[src/rtl/tcq_pkg.sv]
`timescale 1ns / 1ps
`default_nettype none
// ----------------------------------------------------------------------------
// tcq_pkg
// Shared types and constants for the two-class oldest-first queue.
// ----------------------------------------------------------------------------
package tcq_pkg;

    localparam int QUEUE_DEPTH_DEF = 16;
    localparam int TAG_BITS_DEF    = 16;
    localparam int TAG_W           = 16;
    localparam int ORDER_W         = 32;
    localparam int FUNC_W          = 2;
    localparam int STATUS_W        = 2;

    typedef enum logic [FUNC_W-1:0] {
        FN_ENQ     = 2'd0,
        FN_DEQ_ANY = 2'd1,
        FN_DEQ_C0  = 2'd2,
        FN_DEQ_C1  = 2'd3
    } t_func;

    typedef enum logic [STATUS_W-1:0] {
        ST_DONE  = 2'd0,
        ST_EMPTY = 2'd1,
        ST_FULL  = 2'd2
    } t_status;

    // controller -> datapath
    typedef struct packed {
        logic load_item;
        logic commit;
    } t_cmd;

    // datapath -> controller
    typedef struct packed {
        logic out_free;
    } t_stat;

endpackage
`default_nettype wire

[src/rtl/two_class_oldest_first_queue.sv]
`timescale 1ns / 1ps
`default_nettype none
// ----------------------------------------------------------------------------
// two_class_oldest_first_queue
// Two per-class FIFOs sharing one arrival counter; dequeue oldest first.
// ----------------------------------------------------------------------------
// Usage:
//   Input channel (i_in_valid / o_in_ready) carries one request item: an
//   enqueue of a tagged item into its class queue, a dequeue of a named
//   class, or a dequeue of whichever class head arrived first.
//   Output channel (o_out_valid / i_out_ready) returns exactly one result
//   item per request: status, class, tag and arrival stamp.
//   A request is accepted only while the block is idle, so a new request waits
//   until the previous one has executed. The request is captured in
//   the idle state while the head entries are read from the class stores;
//   the execute state compares stamps, updates pointers and writes the store.
//   The result register decouples the sides: a new request is accepted while
//   an earlier result still waits. If the receiver stalls, the next request
//   holds in its execute state until the result register frees up.
//   Reset clears pointers, counts, the arrival counter and the result valid;
//   store contents are not cleared and are only read once written.
// ----------------------------------------------------------------------------
module two_class_oldest_first_queue #(
    parameter int QUEUE_DEPTH = tcq_pkg::QUEUE_DEPTH_DEF,
    parameter int TAG_BITS    = tcq_pkg::TAG_BITS_DEF
) (
    input  wire logic                          i_clk,
    input  wire logic                          i_rst_n,
    input  wire logic                          i_in_valid,
    output logic                               o_in_ready,
    input  wire logic [tcq_pkg::FUNC_W-1:0]    i_func,
    input  wire logic                          i_item_class,
    input  wire logic [tcq_pkg::TAG_W-1:0]     i_item_tag,
    output logic                               o_out_valid,
    input  wire logic                          i_out_ready,
    output logic [tcq_pkg::STATUS_W-1:0]       o_status,
    output logic                               o_out_class,
    output logic [tcq_pkg::TAG_W-1:0]          o_out_tag,
    output logic [tcq_pkg::ORDER_W-1:0]        o_out_order
);
    import tcq_pkg::*;

    t_cmd  cmd;
    t_stat stat;

    // sequencer: idle -> execute -> idle
    tcq_ctrl u_ctrl (
        .i_clk      (i_clk),
        .i_rst_n    (i_rst_n),
        .i_in_valid (i_in_valid),
        .o_in_ready (o_in_ready),
        .i_stat     (stat),
        .o_cmd      (cmd)
    );

    // stores, pointers, stamp compare and result register
    tcq_datapath #(
        .QUEUE_DEPTH (QUEUE_DEPTH),
        .TAG_BITS    (TAG_BITS)
    ) u_datapath (
        .i_clk        (i_clk),
        .i_rst_n      (i_rst_n),
        .i_cmd        (cmd),
        .o_stat       (stat),
        .i_func       (i_func),
        .i_item_class (i_item_class),
        .i_item_tag   (i_item_tag),
        .o_out_valid  (o_out_valid),
        .i_out_ready  (i_out_ready),
        .o_status     (o_status),
        .o_out_class  (o_out_class),
        .o_out_tag    (o_out_tag),
        .o_out_order  (o_out_order)
    );

endmodule
`default_nettype wire

[src/rtl/tcq_ctrl.sv]
`timescale 1ns / 1ps
`default_nettype none
// ----------------------------------------------------------------------------
// tcq_ctrl
// Sequencer: take an item, then execute it once the output register is free.
// ----------------------------------------------------------------------------
module tcq_ctrl (
    input  wire logic           i_clk,
    input  wire logic           i_rst_n,
    input  wire logic           i_in_valid,
    output logic                o_in_ready,
    input  wire tcq_pkg::t_stat i_stat,
    output tcq_pkg::t_cmd       o_cmd
);
    import tcq_pkg::*;

    typedef enum logic [1:0] {
        S_IDLE = 2'b01,
        S_EXEC = 2'b10
    } t_state;

    t_state r_state;
    t_state n_state;

    always_comb begin
        n_state        = r_state;
        o_cmd.load_item = 1'b0;
        o_cmd.commit    = 1'b0;
        unique case (r_state)
            S_IDLE: begin
                if (i_in_valid) begin
                    o_cmd.load_item = 1'b1;
                    n_state         = S_EXEC;
                end
            end
            S_EXEC: begin
                // hold until the result register can take the item's result
                if (i_stat.out_free) begin
                    o_cmd.commit = 1'b1;
                    n_state      = S_IDLE;
                end
            end
            default: n_state = S_IDLE;
        endcase
    end

    assign o_in_ready = (r_state == S_IDLE);

    always_ff @(posedge i_clk) begin
        if (!i_rst_n) begin
            r_state <= S_IDLE;
        end else begin
            r_state <= n_state;
        end
    end

endmodule
`default_nettype wire

[src/rtl/tcq_datapath.sv]
`timescale 1ns / 1ps
`default_nettype none
// ----------------------------------------------------------------------------
// tcq_datapath
// Class stores, head pointers, counts, arrival counter and result register.
// ----------------------------------------------------------------------------
module tcq_datapath #(
    parameter int QUEUE_DEPTH = tcq_pkg::QUEUE_DEPTH_DEF,
    parameter int TAG_BITS    = tcq_pkg::TAG_BITS_DEF
) (
    input  wire logic                          i_clk,
    input  wire logic                          i_rst_n,
    input  wire tcq_pkg::t_cmd                 i_cmd,
    output tcq_pkg::t_stat                     o_stat,
    input  wire logic [tcq_pkg::FUNC_W-1:0]    i_func,
    input  wire logic                          i_item_class,
    input  wire logic [tcq_pkg::TAG_W-1:0]     i_item_tag,
    output logic                               o_out_valid,
    input  wire logic                          i_out_ready,
    output logic [tcq_pkg::STATUS_W-1:0]       o_status,
    output logic                               o_out_class,
    output logic [tcq_pkg::TAG_W-1:0]          o_out_tag,
    output logic [tcq_pkg::ORDER_W-1:0]        o_out_order
);
    import tcq_pkg::*;

    localparam int AW = (QUEUE_DEPTH > 1) ? $clog2(QUEUE_DEPTH) : 1;
    localparam int CW = $clog2(QUEUE_DEPTH + 1);
    localparam int SW = AW + 1;
    localparam int SB = (TAG_BITS < TAG_W) ? TAG_BITS : TAG_W;
    localparam int EW = SB + ORDER_W;

    // stores: {tag, stamp}
    logic [EW-1:0] r_mem0 [QUEUE_DEPTH];
    logic [EW-1:0] r_mem1 [QUEUE_DEPTH];
    logic [EW-1:0] r_rd0;
    logic [EW-1:0] r_rd1;

    logic [AW-1:0]      r_head0, r_head1;
    logic [CW-1:0]      r_count0, r_count1;
    logic [ORDER_W-1:0] r_arrival;

    logic [FUNC_W-1:0]  r_func;
    logic               r_class;
    logic [SB-1:0]      r_tag;

    logic                r_out_valid;
    logic [STATUS_W-1:0] r_status;
    logic                r_out_class;
    logic [TAG_W-1:0]    r_out_tag;
    logic [ORDER_W-1:0]  r_out_order;

    // execute-cycle decisions
    logic                n_status_v;
    logic [STATUS_W-1:0] n_status;
    logic                n_out_class;
    logic [TAG_W-1:0]    n_out_tag;
    logic [ORDER_W-1:0]  n_out_order;
    logic                do_push0, do_push1, do_pop0, do_pop1;
    logic [AW-1:0]       slot;
    logic [SW-1:0]       slot_sum;
    logic [AW-1:0]       tail_head;
    logic [CW-1:0]       tail_count;
    logic                tgt_full;
    logic                empty0, empty1;
    logic [ORDER_W-1:0]  stamp_diff;
    logic                pick1;
    logic [EW-1:0]       pick_entry;

    assign empty0     = (r_count0 == '0);
    assign empty1     = (r_count1 == '0);
    assign tail_head  = r_class ? r_head1 : r_head0;
    assign tail_count = r_class ? r_count1 : r_count0;
    assign tgt_full   = (tail_count == CW'(QUEUE_DEPTH));
    assign slot_sum   = SW'(tail_head) + SW'(tail_count);
    assign slot       = (slot_sum >= SW'(QUEUE_DEPTH)) ?
                        AW'(slot_sum - SW'(QUEUE_DEPTH)) : AW'(slot_sum);
    assign stamp_diff = r_rd0[ORDER_W-1:0] - r_rd1[ORDER_W-1:0];

    always_comb begin
        do_push0    = 1'b0;
        do_push1    = 1'b0;
        do_pop0     = 1'b0;
        do_pop1     = 1'b0;
        pick1       = 1'b0;
        n_status    = ST_DONE;
        n_out_class = 1'b0;
        n_out_tag   = '0;
        n_out_order = '0;
        n_status_v  = 1'b0;
        unique case (t_func'(r_func))
            FN_ENQ: begin
                if (tgt_full) begin
                    n_status = ST_FULL;
                end else begin
                    do_push0    = ~r_class;
                    do_push1    = r_class;
                    n_out_order = r_arrival;
                end
            end
            FN_DEQ_C0: begin
                do_pop0 = ~empty0;
            end
            FN_DEQ_C1: begin
                do_pop1 = ~empty1;
            end
            FN_DEQ_ANY: begin
                if (empty0) begin
                    do_pop1 = ~empty1;
                end else if (empty1) begin
                    do_pop0 = 1'b1;
                end else if (stamp_diff[ORDER_W-1]) begin
                    do_pop0 = 1'b1;
                end else begin
                    do_pop1 = 1'b1;
                end
            end
            default: n_status = ST_DONE;
        endcase
        if (r_func != FN_ENQ) begin
            pick1      = do_pop1;
            n_status_v = do_pop0 | do_pop1;
            if (!n_status_v) begin
                n_status = ST_EMPTY;
            end
        end
        pick_entry = pick1 ? r_rd1 : r_rd0;
        if (n_status_v) begin
            n_out_class         = pick1;
            n_out_tag[SB-1:0]   = pick_entry[EW-1:ORDER_W];
            n_out_order         = pick_entry[ORDER_W-1:0];
        end
    end

    assign o_stat.out_free = ~r_out_valid | i_out_ready;

    // capture the item
    always_ff @(posedge i_clk) begin
        if (i_cmd.load_item) begin
            r_func  <= i_func;
            r_class <= i_item_class;
            r_tag   <= i_item_tag[SB-1:0];
        end
    end

    // stores: write on commit, read heads every cycle
    always_ff @(posedge i_clk) begin
        if (i_cmd.commit && do_push0) begin
            r_mem0[slot] <= {r_tag, r_arrival};
        end
        r_rd0 <= r_mem0[r_head0];
    end

    always_ff @(posedge i_clk) begin
        if (i_cmd.commit && do_push1) begin
            r_mem1[slot] <= {r_tag, r_arrival};
        end
        r_rd1 <= r_mem1[r_head1];
    end

    // pointers, counts, arrival counter
    always_ff @(posedge i_clk) begin
        if (!i_rst_n) begin
            r_head0   <= '0;
            r_head1   <= '0;
            r_count0  <= '0;
            r_count1  <= '0;
            r_arrival <= '0;
        end else if (i_cmd.commit) begin
            if (do_push0) begin
                r_count0 <= r_count0 + CW'(1);
            end
            if (do_push1) begin
                r_count1 <= r_count1 + CW'(1);
            end
            if (do_push0 || do_push1) begin
                r_arrival <= r_arrival + ORDER_W'(1);
            end
            if (do_pop0) begin
                r_count0 <= r_count0 - CW'(1);
                r_head0  <= (r_head0 == AW'(QUEUE_DEPTH - 1)) ? '0 : r_head0 + AW'(1);
            end
            if (do_pop1) begin
                r_count1 <= r_count1 - CW'(1);
                r_head1  <= (r_head1 == AW'(QUEUE_DEPTH - 1)) ? '0 : r_head1 + AW'(1);
            end
        end
    end

    // result register
    always_ff @(posedge i_clk) begin
        if (!i_rst_n) begin
            r_out_valid <= 1'b0;
        end else if (i_cmd.commit) begin
            r_out_valid <= 1'b1;
        end else if (i_out_ready) begin
            r_out_valid <= 1'b0;
        end
    end

    always_ff @(posedge i_clk) begin
        if (i_cmd.commit) begin
            r_status    <= n_status;
            r_out_class <= n_out_class;
            r_out_tag   <= n_out_tag;
            r_out_order <= n_out_order;
        end
    end

    assign o_out_valid = r_out_valid;
    assign o_status    = r_status;
    assign o_out_class = r_out_class;
    assign o_out_tag   = r_out_tag;
    assign o_out_order = r_out_order;

endmodule
`default_nettype wire

[config.mk]
export PLATFORM = sky130hd
export DESIGN_NAME = two_class_oldest_first_queue
export DESIGN_NICKNAME = d
export VERILOG_FILES = /design/src/rtl/tcq_pkg.sv /design/src/rtl/two_class_oldest_first_queue.sv /design/src/rtl/tcq_ctrl.sv /design/src/rtl/tcq_datapath.sv
export SDC_FILE = /design/constraint.sdc
export NUM_CORES = 2
export LEC_CHECK = 0
export ABC_AREA = 0
export BUFFER_PORTS_ARGS = -buffer_cell sky130_fd_sc_hd__buf_4
export CAP_MARGIN = 15
export CORE_UTILIZATION = 30
export DETAILED_ROUTE_END_ITERATION = 16
export GPL_ROUTABILITY_DRIVEN = 0
export SLEW_MARGIN = 20
export SYNTH_ARGS = -nofsm -noshare
export SYNTH_HDL_FRONTEND = slang
export SYNTH_SLANG_ARGS = --single-unit
[constraint.sdc]
create_clock -name i_clk -period 9.2 [get_ports i_clk]
set_clock_uncertainty 0.05 [all_clocks]
set_input_delay 1.38 -clock i_clk [delete_from_list [all_inputs] [get_ports i_clk]]
set_output_delay 1.38 -clock i_clk [all_outputs]
set_load 0.005 [all_outputs]
==> impl_metrics.ini <==
[placed_design]
port_buffers = 75
hpwl_um = 90100
dp.cells = 5842
post_dp_cell_area_sq_um = 70700
dpl_worst_slack_ns = 3.42

[detailed_routing]
vias_per_cell = 4.87
top_layer = met4
dr_wl_met2_um = 80000
wl_met1_um = 67100
avgRoutedWirePerCell_um = 25.5
drt-pass1-iter-count = 5
wirelength_um = 158000
drtIter0Drc = 2833
drc = 0
wl_met3_um = 7950
ant_nets = 0
vias = 30000

[layout]
layoutNonFillerInstCount = 6172
insertedDiodeCount = 0
nets = 3227
drive_above_1_share_pct = 29.4
fillers = 20200
multi_input_area_sq_um = 14600
area_growth_pct = 15.5
final_cell_area_sq_um = 76500
seq_area_sq_um = 51300

[min_path]
hold_start = u_datapath.r_count0[4]$_SDFFE_PN0P_
min_to = u_datapath.r_count0[4]$_SDFFE_PN0P_
hold_class = reg -> reg
holdPathStages = 2

[cts]
cts_setup_buffers = 0
postCtsHoldBufs = 0
cts_buffer_depth = 3
root_buffer = clkbuf_16
cts.htree.levels = 4
clock-sinks = 1755
clk_latency_ns = 0.80
path_clk_slew_ns = 0.06
cts_resized = 0
cts_buffers = 177
cts_tree = built

[critical_path]
crit_type = reg -> reg
path_max_fanout = 34
reg2reg_slack_ns = 3.59
critPathRequiredTime_ns = 9.56
max_stage_delay_ns = 0.91
reg2reg_to = u_datapath.r_mem0[11][4]$_DFFE_PP_
crit_family = simple AND/OR/NAND/NOR gates
crit_chain = inv_1 -> ha_1 -> inv_1 -> a21oi_4 -> nand2_1 -> nor2_1 -> nand3_1 -> nor2_4 -> buf_4
worstSetupStartpointType = flop
end_kind = flop
r2r_cells = 9
critPathArrivalTime_ns = 5.97
critPathBufInv = 3
crit_top_cell = inv_1
cp_slowest_cell = a21oi_4
rr_startpoint = u_datapath.r_func[1]$_DFFE_PP_

[synth]
post-synth-top-count-cell = edfxtp_1
yosysSeqAreaShare_pct = 77.3
async_flop_share_pct = 0
synth_ff_type = edfxtp_1
synthTopCellsByArea = edfxtp_1 (73%), mux4_2 (16%), dfxtp_1 (4.5%)
netlist_top_cells_count = edfxtp_1 (1,606), mux4_2 (480), dfxtp_1 (149)
ys_seq_elements = 1755
yosysTopAreaCellShare_pct = 72.8
yosys.cell_types.count = 55
syn_inst = 2966
avgSynthCellArea_sq_um = 22.3
synth_nets = 3038
synth_area_sq_um = 66300
synth_top_cell_by_area = edfxtp_1
ys_warn_count = 0
synth_edf_count = 1606

[sta]
drv_slew = 0
finalSetupTns_ns = 0
setup_ws_ns = 3.59
relSlewSlack_pct = 24.6
fmax_mhz = 178
rsz0062_at_grt = no
worst_pin_slew_ns = 1.13
setup-violations-final = 0
hold_violations = 0
min_period_ns = 5.61
finalCritPeriodShare_pct = 61.0

[die]
coreArea_sq_um = 220000
num_io_pins = 76
die_y_um = 472
die_area_sq_um = 223000
fp.dieW_um = 472
start_util_pct = 30.2
row_count = 172

[grt]
grt_max_degree = 140
antenna_found_initial = 3
track_usage_pct = 14.0
gr-total-overflow = 0
grt_pass1_wl_um = 227000
grt_pass1_vias = 30700

[pwr]
intPower_mw = 12.7
p_sw_share_pct = 19.5
p_seq_share_pct = 54.7
peakVddDrop_v = 0.000143
p_per_area_nw_per_um2 = 207
combPwrFrac_pct = 0.6
power.clock.fraction_pct = 44.6
p_sw_mw = 3.08
p_leak_nw = 23.5

[job]
max_cap_violations = 0

[status]
status = finished, final reports clean
[registers in the layout, indices dropped and copies added (netlist names), 4 cells and up]
name and cells:
u_datapath.r_count0 5, u_datapath.r_head0 4, u_datapath.r_arrival 32, u_datapath.r_tag 16
u_datapath.r_rd0 48, u_datapath.o_out_order 32, u_datapath.r_head1 4, u_datapath.r_rd1 48
u_datapath.o_out_tag 16, u_datapath.r_count1 5, u_datapath.r_mem1 768, u_datapath.r_mem0 768
[layer usage]
layer	up-vias	global-route usage, %
met1	16300	18.7
met4	0	3.15
met5	-	0
li1	12700	-
met2	857	23.9
met3	167	2.32
[worst max-delay path by stage]
stage / startpoint / endpoint / slack (ns) / cells after the start
after global placement: i_out_ready / u_datapath.r_mem0[11][3]$_DFFE_PP_ / 3.52 / 9
after global routing: u_datapath.r_func[0]$_DFFE_PP_ / u_datapath.r_mem0[11][16]$_DFFE_PP_ / 3.16 / 9
after floorplan: i_out_ready / u_datapath.r_mem0[12][0]$_DFFE_PP_ / 0.95 / 7
final: u_datapath.r_func[1]$_DFFE_PP_ / u_datapath.r_mem0[11][4]$_DFFE_PP_ / 3.59 / 9
after CTS: u_datapath.r_func[1]$_DFFE_PP_ / u_datapath.r_mem0[11][8]$_DFFE_PP_ / 3.60 / 9
after detailed placement: i_out_ready / u_datapath.r_mem0[11][5]$_DFFE_PP_ / 3.42 / 9
[logic make-up after synthesis]
kind of cell	share of synthesized area, %
and+or+nand+nor	1.99
adders and majority gates	0.959
muxes	17.1
AOI/OAI and AO/OA	1.12
DFF	77.3
xor gates and xnor gates	0.489
buffers and inverters	1.11
[layout by cell type, fill, tap and decap left out, types with 16 or more instances in the layout]
| cell | instances |
|---|---|
| inv_1 | 40 |
| clkinv_1 | 30 |
| xor2_1 | 25 |
| nand4_1 | 16 |
| o21ai_0 | 25 |
| nand2_1 | 93 |
| a21oi_1 | 49 |
| clkbuf_1 | 37 |
| clkbuf_16 | 183 |
| nor2_1 | 51 |
| ha_1 | 46 |
| mux2i_1 | 42 |
| nand3_1 | 33 |
| nor2_4 | 29 |
| dfxtp_2 | 23 |
| buf_4 | 144 |
| dfxtp_1 | 118 |
| o21ai_1 | 29 |
| clkinv_2 | 29 |
| mux4_2 | 480 |
| edfxtp_1 | 1606 |
[final cells by class]
class,instances,share of cell area (%)
Timing Repair Buffer,150,1.54
Multi-Input combinational cell,1028,19.1
Sequential cell,1755,67.0
Clock buffer,229,6.32
Tap cell,2871,4.69
Clock inverter,96,1.17
Inverter,43,0.211
[power groups by stage]
| stage | clock network (mW) | logic (mW) | registers (mW) |
|---|---|---|---|
| 2_1_floorplan | 0 | 0.0276 | 8.83 |
| 3_3_place_gp | 0 | 0.0924 | 8.83 |
| 3_5_place_dp | 0 | 0.0946 | 8.83 |
| 4_1_cts | 7.21 | 0.0948 | 8.66 |
| 5_1_grt | 7.50 | 0.110 | 8.65 |
| 6_report | 7.06 | 0.103 | 8.65 |
[worst register-to-register path, stage by stage (launching register included)]
cell and delay (ns):
edfxtp_1 0.42, inv_1 0.11, ha_1 0.65, inv_1 0.35
a21oi_4 0.91, nand2_1 0.42, nor2_1 0.66, nand3_1 0.39
nor2_4 0.61, buf_4 0.58
[stage by stage]
stage | power [mW] | hold WS, ns | util, %
after global routing | 16.3 | 0.490 | 34.9
after global placement | 8.92 | 0.421 | 32.2
final | 15.8 | 0.449 | 34.9
after detailed placement | 8.93 | 0.435 | 32.2
after CTS | 16.0 | 0.448 | 34.8
after floorplan | 8.86 | 0.409 | -
(Power assumes the default switching activity.)
